$ cat config.mk
export PLATFORM = sky130hd
export DESIGN_NAME = bcd_twelve_hour_clock_top
export DESIGN_NICKNAME = d
export VERILOG_FILES = /design/src/rtl/bthc_pkg.sv /design/src/rtl/bthc_key_class.sv /design/src/rtl/bthc_time_core.sv /design/src/rtl/bcd_twelve_hour_clock_top.sv
export SDC_FILE = /design/constraint.sdc
export NUM_CORES = 1
export LEC_CHECK = 0
export BUFFER_PORTS_ARGS = -buffer_cell sky130_fd_sc_hd__buf_4
export CORE_UTILIZATION = 50
export DETAILED_ROUTE_END_ITERATION = 8
export GPL_ROUTABILITY_DRIVEN = 0
export GPL_TIMING_DRIVEN = 0
export PLACE_DENSITY = 0.77
export SLEW_MARGIN = 20
export SYNTH_ARGS = -nofsm -noshare
export SYNTH_HDL_FRONTEND = slang
export SYNTH_SLANG_ARGS = --single-unit
$ cat constraint.sdc
create_clock -name clk -period 8.65 [get_ports clk]
set_input_delay 1.2975 -clock clk [delete_from_list [all_inputs] [get_ports clk]]
set_output_delay 1.2975 -clock clk [all_outputs]
set_load 0.005 [all_outputs]
$ cat src/rtl/bthc_pkg.sv
// shared types and constants for the bcd twelve-hour clock
// no dependencies; imported by every module of the block
package bthc_pkg;

    localparam int LEVEL_W = 10;
    localparam int CFG_IDX_W = 3;

    typedef enum logic [1:0]
    {
        OP_TICK = 2'd0,
        OP_KEY  = 2'd1,
        OP_LOAD = 2'd2
    } op_t;

    typedef enum logic [2:0]
    {
        BTN_NONE   = 3'd0,
        BTN_RIGHT  = 3'd1,
        BTN_UP     = 3'd2,
        BTN_DOWN   = 3'd3,
        BTN_LEFT   = 3'd4,
        BTN_SELECT = 3'd5
    } button_t;

    localparam logic [CFG_IDX_W-1:0] CFG_IDLE_ABOVE   = 3'd0;
    localparam logic [CFG_IDX_W-1:0] CFG_RIGHT_BELOW  = 3'd1;
    localparam logic [CFG_IDX_W-1:0] CFG_UP_BELOW     = 3'd2;
    localparam logic [CFG_IDX_W-1:0] CFG_DOWN_BELOW   = 3'd3;
    localparam logic [CFG_IDX_W-1:0] CFG_LEFT_BELOW   = 3'd4;
    localparam logic [CFG_IDX_W-1:0] CFG_SELECT_BELOW = 3'd5;

    localparam logic [LEVEL_W-1:0] RST_IDLE_ABOVE   = 10'd1000;
    localparam logic [LEVEL_W-1:0] RST_RIGHT_BELOW  = 10'd50;
    localparam logic [LEVEL_W-1:0] RST_UP_BELOW     = 10'd150;
    localparam logic [LEVEL_W-1:0] RST_DOWN_BELOW   = 10'd300;
    localparam logic [LEVEL_W-1:0] RST_LEFT_BELOW   = 10'd450;
    localparam logic [LEVEL_W-1:0] RST_SELECT_BELOW = 10'd700;

    typedef struct packed
    {
        logic [LEVEL_W-1:0] idle_above;
        logic [LEVEL_W-1:0] right_below;
        logic [LEVEL_W-1:0] up_below;
        logic [LEVEL_W-1:0] down_below;
        logic [LEVEL_W-1:0] left_below;
        logic [LEVEL_W-1:0] select_below;
    } key_thr_t;

    typedef struct packed
    {
        logic       hr_tens;
        logic [3:0] hr_ones;
        logic [2:0] min_tens;
        logic [3:0] min_ones;
        logic [2:0] sec_tens;
        logic [3:0] sec_ones;
        logic       am;
        logic       colon;
        logic       light;
    } clock_state_t;

    typedef struct packed
    {
        op_t                op;
        logic [LEVEL_W-1:0] key_level;
        logic               hr_tens;
        logic [3:0]         hr_ones;
        logic [2:0]         min_tens;
        logic [3:0]         min_ones;
        logic [2:0]         sec_tens;
        logic [3:0]         sec_ones;
        logic               am;
    } item_t;

endpackage

$ cat src/rtl/bthc_key_class.sv
// sorts a keypad ladder level into a button code against the thresholds
// depends on bthc_pkg
module bthc_key_class
(
    input  logic [bthc_pkg::LEVEL_W-1:0] level,
    input  bthc_pkg::key_thr_t           thr,
    output bthc_pkg::button_t            button
);
    import bthc_pkg::*;

    always_comb
    begin
        if (level > thr.idle_above)
            button = BTN_NONE;
        else if (level < thr.right_below)
            button = BTN_RIGHT;
        else if (level < thr.up_below)
            button = BTN_UP;
        else if (level < thr.down_below)
            button = BTN_DOWN;
        else if (level < thr.left_below)
            button = BTN_LEFT;
        else if (level < thr.select_below)
            button = BTN_SELECT;
        else
            button = BTN_NONE;
    end

endmodule

$ cat src/rtl/bthc_time_core.sv
// time-of-day state registers and the per-beat update logic
// depends on bthc_pkg and bthc_key_class
module bthc_time_core
(
    input  logic                   clk,
    input  logic                   rst_n,
    input  logic                   fire,
    input  bthc_pkg::item_t        item,
    input  bthc_pkg::key_thr_t     thr,
    output bthc_pkg::clock_state_t state_next
);
    import bthc_pkg::*;

    clock_state_t state_reg;
    button_t      last_reg;
    button_t      last_next;
    button_t      button;

    // minute step
    logic       min_wrap;
    logic [3:0] min_ones_inc;
    logic [2:0] min_tens_inc;

    // hour step
    logic [4:0] hr_ones_tmp;
    logic       hr_tens_tmp;
    logic       hr_flip;
    logic [3:0] hr_ones_inc;
    logic       hr_tens_inc;

    bthc_key_class u_key_class
    (
        .level  (item.key_level),
        .thr    (thr),
        .button (button)
    );

    always_comb
    begin
        min_wrap     = 1'b0;
        min_tens_inc = state_reg.min_tens;
        if (state_reg.min_ones >= 4'd9)
        begin
            min_ones_inc = 4'd0;
            if (state_reg.min_tens >= 3'd5)
            begin
                min_tens_inc = 3'd0;
                min_wrap     = 1'b1;
            end
            else
            begin
                min_tens_inc = state_reg.min_tens + 3'd1;
            end
        end
        else
        begin
            min_ones_inc = state_reg.min_ones + 4'd1;
        end
    end

    always_comb
    begin
        hr_ones_tmp = {1'b0, state_reg.hr_ones} + 5'd1;
        hr_tens_tmp = state_reg.hr_tens;
        hr_flip     = 1'b0;
        if (hr_ones_tmp > 5'd9 && !hr_tens_tmp)
        begin
            hr_ones_tmp = 5'd0;
            hr_tens_tmp = 1'b1;
        end
        if (hr_ones_tmp > 5'd2 && hr_tens_tmp)
        begin
            hr_ones_tmp = 5'd1;
            hr_tens_tmp = 1'b0;
            hr_flip     = 1'b1;
        end
        hr_ones_inc = hr_ones_tmp[3:0];
        hr_tens_inc = hr_tens_tmp;
    end

    always_comb
    begin
        state_next = state_reg;
        last_next  = last_reg;
        case (item.op)
            OP_TICK:
            begin
                state_next.colon = ~state_reg.colon;
                if (state_reg.sec_ones >= 4'd9)
                begin
                    state_next.sec_ones = 4'd0;
                    if (state_reg.sec_tens >= 3'd5)
                    begin
                        state_next.sec_tens = 3'd0;
                        state_next.min_ones = min_ones_inc;
                        state_next.min_tens = min_tens_inc;
                        if (min_wrap)
                        begin
                            state_next.hr_ones = hr_ones_inc;
                            state_next.hr_tens = hr_tens_inc;
                            state_next.am      = state_reg.am ^ hr_flip;
                        end
                    end
                    else
                    begin
                        state_next.sec_tens = state_reg.sec_tens + 3'd1;
                    end
                end
                else
                begin
                    state_next.sec_ones = state_reg.sec_ones + 4'd1;
                end
            end
            OP_KEY:
            begin
                if (button != last_reg)
                begin
                    case (button)
                        BTN_RIGHT:
                        begin
                            last_next           = button;
                            state_next.min_ones = min_ones_inc;
                            state_next.min_tens = min_tens_inc;
                        end
                        BTN_LEFT:
                        begin
                            last_next          = button;
                            state_next.hr_ones = hr_ones_inc;
                            state_next.hr_tens = hr_tens_inc;
                            state_next.am      = state_reg.am ^ hr_flip;
                        end
                        BTN_SELECT:
                        begin
                            last_next        = button;
                            state_next.light = ~state_reg.light;
                        end
                        BTN_NONE:
                        begin
                            last_next = button;
                        end
                        default:
                        begin
                        end
                    endcase
                end
            end
            OP_LOAD:
            begin
                state_next.hr_tens  = item.hr_tens;
                state_next.hr_ones  = item.hr_ones;
                state_next.min_tens = item.min_tens;
                state_next.min_ones = item.min_ones;
                state_next.sec_tens = item.sec_tens;
                state_next.sec_ones = item.sec_ones;
                state_next.am       = item.am;
            end
            default:
            begin
            end
        endcase
    end

    always_ff @(posedge clk or negedge rst_n)
    begin
        if (!rst_n)
        begin
            state_reg.hr_tens  <= 1'b0;
            state_reg.hr_ones  <= 4'd1;
            state_reg.min_tens <= 3'd0;
            state_reg.min_ones <= 4'd0;
            state_reg.sec_tens <= 3'd0;
            state_reg.sec_ones <= 4'd0;
            state_reg.am       <= 1'b1;
            state_reg.colon    <= 1'b1;
            state_reg.light    <= 1'b1;
            last_reg           <= BTN_NONE;
        end
        else if (fire)
        begin
            state_reg <= state_next;
            last_reg  <= last_next;
        end
    end

    a_idle_hold: assert property (@(posedge clk) disable iff (!rst_n)
        !fire |=> ($stable(state_reg) && $stable(last_reg)))
        else $error("clock state moved without a beat");

    a_colon_tick: assert property (@(posedge clk) disable iff (!rst_n)
        (fire && item.op == OP_TICK) |=> (state_reg.colon != $past(state_reg.colon)))
        else $error("colon did not toggle on a tick");

    a_light_key_only: assert property (@(posedge clk) disable iff (!rst_n)
        (fire && item.op != OP_KEY) |=> $stable(state_reg.light))
        else $error("backlight changed on a non-button beat");

    a_last_no_updown: assert property (@(posedge clk) disable iff (!rst_n)
        (last_reg != BTN_UP && last_reg != BTN_DOWN))
        else $error("up or down stored as last button");

endmodule

$ cat src/rtl/bcd_twelve_hour_clock_top.sv
// top level of the bcd twelve-hour clock: channels, threshold registers, result register
// depends on bthc_pkg and bthc_time_core
//
// The block takes one input beat per clock cycle while the output side is not stalled
// and returns exactly one result beat per input beat, showing the time, AM/PM, colon
// and backlight after that beat. A beat is held in the input register and then moves
// to the result register, from which the result is presented. The digit update is a
// single pass of logic against the state registers, which sets the one-beat-per-cycle
// rate. The user must write the threshold registers through cfg_we, cfg_index and
// cfg_data only while no beat is in flight; the block itself does not enforce this.
module bcd_twelve_hour_clock_top
(
    input  logic                              clk,
    input  logic                              rst_n,

    input  logic                              in_valid,
    output logic                              in_ready,
    input  logic [1:0]                        operation,
    input  logic [bthc_pkg::LEVEL_W-1:0]      key_level,
    input  logic                              set_hour_tens,
    input  logic [3:0]                        set_hour_ones,
    input  logic [2:0]                        set_minute_tens,
    input  logic [3:0]                        set_minute_ones,
    input  logic [2:0]                        set_second_tens,
    input  logic [3:0]                        set_second_ones,
    input  logic                              set_is_am,

    output logic                              out_valid,
    input  logic                              out_ready,
    output logic                              hour_tens,
    output logic [3:0]                        hour_ones,
    output logic [2:0]                        minute_tens,
    output logic [3:0]                        minute_ones,
    output logic [2:0]                        second_tens,
    output logic [3:0]                        second_ones,
    output logic                              is_am,
    output logic                              colon_on,
    output logic                              backlight_on,

    input  logic                              cfg_we,
    input  logic [bthc_pkg::CFG_IDX_W-1:0]    cfg_index,
    input  logic [bthc_pkg::LEVEL_W-1:0]      cfg_data
);
    import bthc_pkg::*;

    key_thr_t     thr_reg;
    logic         s1_valid_reg;
    logic         s1_valid_next;
    item_t        item_reg;
    logic         out_valid_reg;
    logic         out_valid_next;
    clock_state_t result_reg;
    clock_state_t state_next;
    logic         advance;

    assign advance        = s1_valid_reg && (!out_valid_reg || out_ready);
    assign in_ready       = !s1_valid_reg || advance;
    assign s1_valid_next  = (in_valid && in_ready) || (s1_valid_reg && !advance);
    assign out_valid_next = advance || (out_valid_reg && !out_ready);

    bthc_time_core u_time_core
    (
        .clk        (clk),
        .rst_n      (rst_n),
        .fire       (advance),
        .item       (item_reg),
        .thr        (thr_reg),
        .state_next (state_next)
    );

    // threshold registers
    always_ff @(posedge clk or negedge rst_n)
    begin
        if (!rst_n)
        begin
            thr_reg.idle_above   <= RST_IDLE_ABOVE;
            thr_reg.right_below  <= RST_RIGHT_BELOW;
            thr_reg.up_below     <= RST_UP_BELOW;
            thr_reg.down_below   <= RST_DOWN_BELOW;
            thr_reg.left_below   <= RST_LEFT_BELOW;
            thr_reg.select_below <= RST_SELECT_BELOW;
        end
        else if (cfg_we)
        begin
            case (cfg_index)
                CFG_IDLE_ABOVE:   thr_reg.idle_above   <= cfg_data;
                CFG_RIGHT_BELOW:  thr_reg.right_below  <= cfg_data;
                CFG_UP_BELOW:     thr_reg.up_below     <= cfg_data;
                CFG_DOWN_BELOW:   thr_reg.down_below   <= cfg_data;
                CFG_LEFT_BELOW:   thr_reg.left_below   <= cfg_data;
                CFG_SELECT_BELOW: thr_reg.select_below <= cfg_data;
                default:
                begin
                end
            endcase
        end
    end

    always_ff @(posedge clk or negedge rst_n)
    begin
        if (!rst_n)
        begin
            s1_valid_reg  <= 1'b0;
            out_valid_reg <= 1'b0;
        end
        else
        begin
            s1_valid_reg  <= s1_valid_next;
            out_valid_reg <= out_valid_next;
        end
    end

    // input beat register
    always_ff @(posedge clk)
    begin
        if (in_valid && in_ready)
        begin
            item_reg.op        <= op_t'(operation);
            item_reg.key_level <= key_level;
            item_reg.hr_tens   <= set_hour_tens;
            item_reg.hr_ones   <= set_hour_ones;
            item_reg.min_tens  <= set_minute_tens;
            item_reg.min_ones  <= set_minute_ones;
            item_reg.sec_tens  <= set_second_tens;
            item_reg.sec_ones  <= set_second_ones;
            item_reg.am        <= set_is_am;
        end
    end

    // result beat register
    always_ff @(posedge clk)
    begin
        if (advance)
            result_reg <= state_next;
    end

    assign out_valid    = out_valid_reg;
    assign hour_tens    = result_reg.hr_tens;
    assign hour_ones    = result_reg.hr_ones;
    assign minute_tens  = result_reg.min_tens;
    assign minute_ones  = result_reg.min_ones;
    assign second_tens  = result_reg.sec_tens;
    assign second_ones  = result_reg.sec_ones;
    assign is_am        = result_reg.am;
    assign colon_on     = result_reg.colon;
    assign backlight_on = result_reg.light;

endmodule
==> results.sh, run 1 <==
export IMPL_status="completed"
export IMPL_root_buffer="clkbuf_16"
export IMPL_drtIter0Drc=510
export IMPL_yosys_top_cells_area="edfxtp_1 20%, dfrtp_1 17%, ha_1 10%"
export IMPL_skew_ns=0.0108
export IMPL_ant_nets=0
export IMPL_power_switching_uw=813
export IMPL_r2r_start="item_reg[29]$_DFFE_PP_"
export IMPL_synth_seq_cells=141
export IMPL_nets=998
export IMPL_rows=46
export IMPL_post_place_ws_ns=5.32
export IMPL_synth_cell_area_um2=8090
export IMPL_grt_pass1_wl_um=30500
export IMPL_async_flop_share=0.617
export IMPL_yosys_mux_area_fraction=0.0517
export IMPL_p_clk_frac=0.289
export IMPL_seqPwrFrac=0.396
export IMPL_n_antenna_cell=0
export IMPL_setup_ws_ns=5.16
export IMPL_grt_usage=0.242
export IMPL_synth_seq_area_share=0.475
export IMPL_reg2reg_depth=9
export IMPL_firstDrtPassIters=5
export IMPL_grt_overflow=0
export IMPL_synth_xor_area_frac=0.00650
export IMPL_cts_inserted_buffers=17
export IMPL_numPortBuffers=73
export IMPL_hold_viol=0
export IMPL_synth_edf_count=54
export IMPL_post_cts_setup_buffer_count=0
export IMPL_period_share=0.403
export IMPL_slew_violations=0
export IMPL_yosys_top_cells_count="96 x nand2_1, 76 x o21ai_0, 72 x inv_1, 67 x ha_1, 56 x dfrtp_1"
export IMPL_power_internal_uw=1600
export IMPL_pin_count=74
export IMPL_viasPerCell=5.62
export IMPL_cp_data_arrival_time_ns=3.60
export IMPL_vias=6242
export IMPL_synth_top_family_by_area="compound AO/OA/AOI/OAI gates"
export IMPL_r2r_slack_ns=5.16
export IMPL_crit_start="item_reg[29]$_DFFE_PP_"
export IMPL_synth_top_area_share=0.201
export IMPL_wire_per_inst_um=17.1
export IMPL_grt_max_degree=88
export IMPL_critPathRequiredTime_ns=8.76
export IMPL_fp_dieArea_um2=16700
export IMPL_ys_flop_type="dfrtp_1"
export IMPL_p_per_area_nw_per_um2=254
export IMPL_hold_buffers=0
export IMPL_peakVddDrop_mv=0.187
export IMPL_syn_inst=787
export IMPL_start_kind="flop"
export IMPL_synth_compound_area_frac=0.175
export IMPL_dieHeight_um=129
export IMPL_cts_tree="built"
export IMPL_grt_pass1_vias=5938
export IMPL_postCtsResizedCells=0
export IMPL_cts_sinks=141
export IMPL_yosys_warnings=0
export IMPL_timing_rr_end="minute_tens[0]$_DFFE_PP_"
export IMPL_clk_pin_slew_ns=0.06
export IMPL_postSynthNetCount=904
export IMPL_drc=0
export IMPL_rsz0062_at_grt="false"
export IMPL_leakage_uw=0.00405
export IMPL_clk_path_buf_depth=2
export IMPL_min_period_ns=3.49
export IMPL_hpwl_um=13100
export IMPL_finalSetupViolCount=0
export IMPL_p_comb_frac=0.315
export IMPL_clock_latency_ns=0.43
export IMPL_cp_max_fo=10
export IMPL_end_kind="flop"
export IMPL_synthAdderAreaFrac=0.104
export IMPL_synthSimpleGateAreaFrac=0.138
export IMPL_finalSetupTns_ns=0
export IMPL_final_util=0.601
export IMPL_antenna_found_initial=0
export IMPL_slew_headroom=0.327
export IMPL_layout_drive_gt1_share=0.225
export IMPL_endpoint="minute_tens[0]$_DFFE_PP_"
export IMPL_htree_num_levels=4
export IMPL_nFillCells=1320
export IMPL_synth_area_leader_cell="edfxtp_1"
export IMPL_synth_most_common_cell="nand2_1"
export IMPL_largest_reg_flops=60
export IMPL_die_w_um=129
export IMPL_hold_path_class="flop to flop"
export IMPL_tightestPinTransition_ns=1.01
export IMPL_worstSetupPathType="flop to flop"
export IMPL_syn_mean_instance_area_um2=10.3
export IMPL_stdcell_count=1110
export IMPL_ys_types=77
export IMPL_wirelength_um=19000
export IMPL_drv_cap=0
export IMPL_core_area_um2=15800
export IMPL_place_inst=1078
export IMPL_fmax_mhz=287
export IMPL_start_util=0.511
export IMPL_area_growth_syn_to_layout_pct=17.7
export IMPL_power_share_switching=0.337
## worst max-delay path, cell delays in order (launching register included)
cell and delay, ns:
edfxtp_1 0.54, ha_1 0.39, nand4_1 0.22, nor3b_1 0.44, nor3_2 0.13, nor4_1 0.38
o22ai_1 0.15, buf_2 0.22, nor2_1 0.45, a311oi_1 0.26
## cells in the final DEF, fill, tap and decap left out, types with 4 or more instances in the layout
master / netlist / layout
nor3_1: 22 / 21
nand4_1: 5 / 5
a31oi_1: 4 / 4
dfstp_2: 31 / 31
buf_2: 6 / 6
nand2b_1: 17 / 17
xnor2_1: 4 / 4
inv_1: 72 / 72
a311oi_1: 6 / 6
ha_1: 67 / 67
a41oi_1: 4 / 4
clkbuf_1: 21 / 22
mux2i_1: 8 / 8
edfxtp_1: 54 / 54
clkbuf_16: 0 / 17
a211oi_1: 11 / 11
a21oi_1: 43 / 43
o21ai_0: 76 / 76
nor2_1: 31 / 31
nand3_1: 15 / 15
nor2b_1: 7 / 7
mux2_2: 30 / 30
nand2_1: 96 / 96
clkinv_2: 0 / 4
buf_4: 0 / 72
o22ai_1: 5 / 5
nor3_2: 3 / 4
dfrtp_1: 56 / 56
a22oi_1: 5 / 5
o21a_1: 7 / 7
## power by group through the flow
stage / registers, uW / clock network [uW] / logic [uW]
after floorplan: 942 / 0 / 544
after global routing: 975 / 734 / 854
after detailed placement: 966 / 0 / 747
after CTS: 955 / 708 / 754
final: 957 / 697 / 761
after global placement: 961 / 0 / 719
## metal layers
metal	vias to the layer above	GRT usage	wire length, um
li1	3034	-	-
met1	2976	0.341	8780
met2	204	0.375	8650
met3	28	0.0516	1250
met4	0	0.0740	306
met5	-	0	0
## metrics by stage
stage / hold WS [ns] / total power (uW) / cell area, um2
5_1_grt: 0.502 / 2560 / 9510
3_5_place_dp: 0.487 / 1710 / 8950
3_3_place_gp: 0.475 / 1680 / 8900
2_1_floorplan: 0.457 / 1490 / 8090
6_report: 0.489 / 2410 / 9510
4_1_cts: 0.491 / 2420 / 9510
## layout make-up
type	count	area, um2	share of cell area
buffer	30	136	0.0143
clock buffer	19	433	0.0455
timing repair buffer	75	592	0.0622
inverter	72	270	0.0284
multi-input combinational	544	3850	0.405
clock inverter	13	125	0.0132
sequential	141	3840	0.403
tap	216	270	0.0284
## worst min-delay path by stage
stage | from | to | slack (ns) | depth (start not counted)
final | s1_valid_reg$_DFF_PN0_ | out_valid$_DFF_PN0_ | 0.49 | 1
after global placement | s1_valid_reg$_DFF_PN0_ | out_valid$_DFF_PN0_ | 0.48 | 1
after CTS | s1_valid_reg$_DFF_PN0_ | out_valid$_DFF_PN0_ | 0.49 | 1
after detailed placement | u_time_core.state_reg[1]$_DFFE_PN1P_ | u_time_core.state_reg[1]$_DFFE_PN1P_ | 0.49 | 1
after floorplan | s1_valid_reg$_DFF_PN0_ | out_valid$_DFF_PN0_ | 0.46 | 1
after global routing | u_time_core.state_reg[1]$_DFFE_PN1P_ | u_time_core.state_reg[1]$_DFFE_PN1P_ | 0.50 | 1
## kinds of logic (layout without fill, tap and decap cells)
logic type      count (synthesis)  after routing
buf+inv                       102            209
flops                         141            141
simple gates                  223            223
mux                            38             38
fa+ha+maj                      67             67
compound gates                210            210
xor+xnor                        6              6
(Power assumes the default switching activity.)
==> inputs of run 2 (changes only) <==
==> constraint.sdc (replaced) <==
create_clock -name clk -period 3.4 [get_ports clk]
set_input_delay 0.51 -clock clk [delete_from_list [all_inputs] [get_ports clk]]
set_output_delay 0.51 -clock clk [all_outputs]
set_load 0.005 [all_outputs]
==> run 2 against run 1 <==
Net effect: total power grew to 2.6 times the previous value; worst hold slack lost 0.35 ns; via count shrank 0.14%; register-to-register slack lost 5.0 ns; first-iteration DRC count shrank 10%; cell count is the same; utilization grew 0.13 points; die area is the same.
==> results.sh, run 2 (synthesis results as in run 1) <==
export IMPL_status="completed"
export IMPL_wirelength_um=19000
export IMPL_grt_max_degree=88
export IMPL_skew_ns=0.0110
export IMPL_hpwl_um=13100
export IMPL_grt_usage=0.242
export IMPL_htree_num_levels=4
export IMPL_post_place_ws_ns=0.0748
export IMPL_cts_inserted_buffers=17
export IMPL_start_kind="flop"
export IMPL_wire_per_inst_um=17.1
export IMPL_pin_count=74
export IMPL_end_kind="flop"
export IMPL_hold_viol=0
export IMPL_finalSetupViolCount=0
export IMPL_vias=6233
export IMPL_setup_ws_ns=0.129
export IMPL_clk_pin_slew_ns=0.06
export IMPL_ant_nets=0
export IMPL_grt_overflow=0
export IMPL_clk_path_buf_depth=2
export IMPL_grt_pass1_wl_um=30500
export IMPL_critPathRequiredTime_ns=3.59
export IMPL_final_common_cell="nand2_1"
export IMPL_hold_path_class="input port to async pin"
export IMPL_rows=46
export IMPL_hold_buffers=0
export IMPL_final_cell_mix="96 x nand2_1, 76 x o21ai_0, 72 x inv_1, 72 x buf_4, 67 x ha_1"
export IMPL_n_antenna_cell=0
export IMPL_cp_max_fo=6
export IMPL_die_w_um=129
export IMPL_grt_pass1_vias=5938
export IMPL_grt_met3_usage=0.0516
export IMPL_busiest_layer="met2"
export IMPL_tightestPinTransition_ns=1.01
export IMPL_nFillCells=1314
export IMPL_cts_sinks=141
export IMPL_cp_data_arrival_time_ns=3.46
export IMPL_firstDrtPassIters=5
export IMPL_nets=998
export IMPL_layout_drive_gt1_share=0.226
export IMPL_grtUsageMet2=0.375
export IMPL_p_per_area_nw_per_um2=647
export IMPL_drtIter0Drc=457
export IMPL_fp_dieArea_um2=16700
export IMPL_numPortBuffers=73
export IMPL_rsz0062_at_grt="false"
export IMPL_clock_latency_ns=0.42
export IMPL_largest_reg_flops=60
export IMPL_dieHeight_um=129
export IMPL_core_area_um2=15800
export IMPL_antenna_found_initial=0
export IMPL_leakage_uw=0.00405
export IMPL_root_buffer="clkbuf_16"
export IMPL_whs_ns=0.137
export IMPL_peakVddDrop_mv=0.482
export IMPL_min_period_ns=3.27
export IMPL_cts_tree="built"
export IMPL_period_share=0.962
export IMPL_use_met1=0.341
export IMPL_worstSetupPathType="flop to flop"
export IMPL_finalSetupTns_ns=0
export IMPL_slew_violations=0
export IMPL_start_util=0.511
export IMPL_area_growth_syn_to_layout_pct=17.9
export IMPL_viasPerCell=5.62
export IMPL_drc=0
export IMPL_drv_cap=0
export IMPL_fmax_mhz=306
export IMPL_slew_headroom=0.325
[run 2: through the flow]
stage	util	power (uW)	area, um2	instances
after floorplan	-	3780	8090	787
after detailed placement	0.566	4360	8950	1078
after global routing	0.602	6540	9530	1110
after global placement	0.563	4270	8900	1076
final	0.602	6160	9530	1110
after CTS	0.601	6150	9510	1110
[run 2: power by group]
| group | leakage, uW | switching [uW] | internal, uW |
|---|---|---|---|
| combinational | 0.00225 | 1130 | 822 |
| clock | 0.000273 | 704 | 1070 |
| sequential | 0.00153 | 241 | 2190 |
[run 2: final timing paths]
| check | end | startpoint | slack, ns | cells after the start |
|---|---|---|---|---|
| worst max register to register | minute_tens[0]$_DFFE_PP_ | item_reg[29]$_DFFE_PP_ | 0.13 | 8 |
| worst min register to register | out_valid$_DFF_PN0_ | s1_valid_reg$_DFF_PN0_ | 0.49 | 1 |
| max in group asynchronous | thr_reg[29]$_DFFE_PN0P_ | rst_n | 2.66 | 1 |
| worst max-delay path | minute_tens[0]$_DFFE_PP_ | item_reg[29]$_DFFE_PP_ | 0.13 | 8 |
| min in group clk | item_reg[15]$_DFFE_PP_ | set_hour_ones[0] | 0.26 | 1 |
| worst min-delay path | u_time_core.state_reg[19]$_DFFE_PN0P_ | rst_n | 0.14 | 1 |
[run 2: layout make-up]
type	count	area [um2]	share of cell area
Inverter	72	270	0.0284
Clock buffer	19	433	0.0454
Sequential cell	141	3840	0.403
Clock inverter	13	125	0.0131
Timing Repair Buffer	75	592	0.0621
Tap cell	216	270	0.0284
Multi-Input combinational cell	544	3870	0.406
Buffer	30	136	0.0143
[run 2: critical path, cell delays in order, from the launching register on]
cell	delay, ns
edfxtp_1	0.54
ha_1	0.39
nand4_1	0.21
nor3b_1	0.44
nor3_2	0.13
nor4_1	0.39
o22a_1	0.38
a211oi_1	0.15
a311oi_1	0.41
[run 2: repair_timing]
action / CTS / global route
resized for setup: 0 / 3
buffers inserted: 0 / 0
setup endpoints to repair: 0 / 6
[run 2: routing by layer]
metal  share of wire  vias to the layer above
li1                -                     3025
met1            0.46                     2972
met2            0.46                      215
met3           0.068                       21
met4           0.014                        0
met5               0                        -
==> inputs of run 3 (changes only) <==
--- a/config.mk
+++ b/config.mk
@@ -6,11 +6,13 @@
 export NUM_CORES = 1
 export LEC_CHECK = 0
 export BUFFER_PORTS_ARGS = -buffer_cell sky130_fd_sc_hd__buf_4
-export CORE_UTILIZATION = 50
+export CELL_PAD_IN_SITES_DETAIL_PLACEMENT = 1
+export CELL_PAD_IN_SITES_GLOBAL_PLACEMENT = 2
+export CORE_UTILIZATION = 39
 export DETAILED_ROUTE_END_ITERATION = 8
 export GPL_ROUTABILITY_DRIVEN = 0
 export GPL_TIMING_DRIVEN = 0
-export PLACE_DENSITY = 0.77
+export PLACE_DENSITY = 0.88
 export SLEW_MARGIN = 20
 export SYNTH_ARGS = -nofsm -noshare
 export SYNTH_HDL_FRONTEND = slang
==> run 3 against run 2 <==
Net effect: critical path depth unchanged; worst hold slack worse by 0.0019 ns; first-iteration DRC count down 35%; sequential share of layout area down 0.40 points; register-to-register slack better by 0.04 ns; maximum frequency up 1.2%; design area up 1.0%; setup slack better by 0.038 ns; highest routed layer unchanged.
==> results.sh, run 3 (synthesis results as in run 1) <==
export IMPL_p_per_area_nw_per_um2=649
export IMPL_r2r_slack_ns=0.17
export IMPL_largest_reg_flops=60
export IMPL_hold_viol=0
export IMPL_tightestPinTransition_ns=0.920
export IMPL_n_antenna_cell=0
export IMPL_drv_cap=0
export IMPL_min_period_ns=3.23
export IMPL_grt_usage=0.219
export IMPL_slew_headroom=0.387
export IMPL_finalSetupViolCount=0
export IMPL_worstSetupPathType="flop to flop"
export IMPL_pin_count=74
export IMPL_post_cts_setup_buffer_count=0
export IMPL_post_place_ws_ns=-0.0101
export IMPL_p_clk_frac=0.290
export IMPL_root_buffer="clkbuf_16"
export IMPL_wirelength_um=21900
export IMPL_power_internal_uw=4030
export IMPL_cp_data_arrival_time_ns=3.44
export IMPL_hold_path_class="input port to async pin"
export IMPL_rows=52
export IMPL_start_util=0.398
export IMPL_cts_tree="built"
export IMPL_stdcell_area_um2=9630
export IMPL_power_share_switching=0.355
export IMPL_cp_max_fo=7
export IMPL_place_inst=1133
export IMPL_ant_nets=0
export IMPL_path_cells="ha_1 -> nand4_1 -> nor2_1 -> o2bb2ai_1 -> or2_2 -> a221oi_2 -> a211oi_1 -> a311oi_1"
export IMPL_seqPwrFrac=0.391
export IMPL_reg2reg_depth=8
export IMPL_fmax_mhz=309
export IMPL_core_area_um2=20300
export IMPL_vias=6318
export IMPL_cts_inserted_buffers=17
export IMPL_stdcell_count=1165
export IMPL_nets=999
export IMPL_grt_pass1_wl_um=36200
export IMPL_clk_pin_slew_ns=0.06
export IMPL_p_comb_frac=0.319
export IMPL_finalSetupTns_ns=0
export IMPL_dieHeight_um=146
export IMPL_viasPerCell=5.42
export IMPL_crit_slowest_cell="a221oi_2"
export IMPL_grt_overflow=0
export IMPL_end_kind="flop"
export IMPL_status="completed"
export IMPL_timing_rr_end="minute_tens[0]$_DFFE_PP_"
export IMPL_final_common_cell="nand2_1"
export IMPL_peakVddDrop_mv=0.384
export IMPL_drc=0
export IMPL_layout_drive_gt1_share=0.234
export IMPL_clk_path_buf_depth=2
export IMPL_cts_sinks=141
export IMPL_start_kind="flop"
export IMPL_rsz0062_at_grt="false"
export IMPL_fp_dieArea_um2=21300
export IMPL_slew_violations=0
export IMPL_grt_pass1_vias=6657
export IMPL_die_w_um=146
export IMPL_power_switching_uw=2220
export IMPL_numPortBuffers=73
export IMPL_nFillCells=2308
export IMPL_hpwl_um=15300
export IMPL_drtIter0Drc=299
export IMPL_wire_per_inst_um=18.8
export IMPL_htree_num_levels=4
export IMPL_clock_latency_ns=0.43
export IMPL_r2r_start="item_reg[27]$_DFFE_PP_"
export IMPL_antenna_found_initial=0
export IMPL_cpPeakStageDelay_ns=0.64
export IMPL_placedInstanceArea_um2=9040
export IMPL_setup_ws_ns=0.166
export IMPL_crit_family="compound AO/OA/AOI/OAI gates"
export IMPL_cp_num_buf_inv=0
export IMPL_leakage_uw=0.00407
export IMPL_firstDrtPassIters=5
export IMPL_area_growth_syn_to_layout_pct=19.1
export IMPL_period_share=0.951
export IMPL_critPathRequiredTime_ns=3.60
export IMPL_grt_max_degree=88
export IMPL_final_cell_mix="96 x nand2_1, 76 x o21ai_0, 73 x buf_4"
export IMPL_skew_ns=0.0103
==> run 3: changes by cell type in the layout (fill, tap and decap cells not counted), sizes merged <==
cell | previous run | this run
clkinv | 9 | 5
inv | 73 | 79
clkinvlp | 1 | 2
buf | 84 | 85
clkbuf | 40 | 38
bufinv | 2 | 1
==> run 3: worst max path at each step <==
stage	startpoint	endpoint	slack (ns)	cells after the start
final	item_reg[27]$_DFFE_PP_	minute_tens[0]$_DFFE_PP_	0.17	8
after global routing	item_reg[25]$_DFFE_PP_	hour_ones[0]$_DFFE_PP_	0.02	9
after CTS	item_reg[23]$_DFFE_PP_	minute_tens[1]$_DFFE_PP_	0.10	10
after detailed placement	item_reg[24]$_DFFE_PP_	minute_ones[1]$_DFFE_PP_	-0.01	9
after global placement	item_reg[24]$_DFFE_PP_	minute_ones[1]$_DFFE_PP_	0.03	9
after floorplan	thr_reg[55]$_DFFE_PN1P_	hour_ones[3]$_DFFE_PP_	0.65	11
==> run 3: power by group through the flow <==
stage | combinational [uW] | sequential [uW] | clock, uW
floorplan | 1380 | 2400 | 0
global placement | 1900 | 2450 | 0
detailed placement | 1960 | 2470 | 0
CTS | 1990 | 2440 | 1860
global route | 2240 | 2490 | 1920
finish | 2000 | 2440 | 1810
==> run 3: area by class of cell <==
class | count | area (um2) | area share
timing repair buffer | 76 | 607 | 0.0630
clock inverter | 15 | 134 | 0.0139
sequential | 141 | 3840 | 0.399
inverter | 72 | 270 | 0.0281
buffer | 30 | 136 | 0.0142
clock buffer | 17 | 425 | 0.0442
multi-input combinational | 544 | 3880 | 0.403
tap | 270 | 338 | 0.0351
==> run 3: metrics by stage <==
stage                     hold WS [ns]  total power [uW]   util
after floorplan                  0.214              3780      -
after global placement           0.483              4350  0.442
after detailed placement         0.492              4430  0.445
after CTS                        0.207              6290  0.473
after global routing             0.234              6660  0.474
final                            0.135              6250  0.474
==> run 3: timing repair <==
item | CTS | global route
hold buffers | 0 | 0
cloned | 0 | 0
resized for setup | 1 | 3
endpoints found under the hold margin | 0 | 0
setup endpoints to repair | 3 | 6
==> run 3: worst register-to-register path, cell delays in order, from the launching register on <==
cell       delay (ns)
edfxtp_1         0.56
ha_1             0.38
nand4_1          0.18
nor2_1           0.08
o2bb2ai_1        0.22
or2_2            0.35
a221oi_2         0.64
a211oi_1         0.20
a311oi_1         0.40
==> run 3: routing by layer <==
metal / wire, um / GRT usage / up-vias / share of wire
met1: 10800 / 0.311 / 3142 / 0.49
li1: - / - / 3030 / -
met4: 207 / 0.0542 / 0 / 0.0094
met5: 0 / 0 / - / 0
met3: 821 / 0.0417 / 13 / 0.037
met2: 10100 / 0.345 / 133 / 0.46
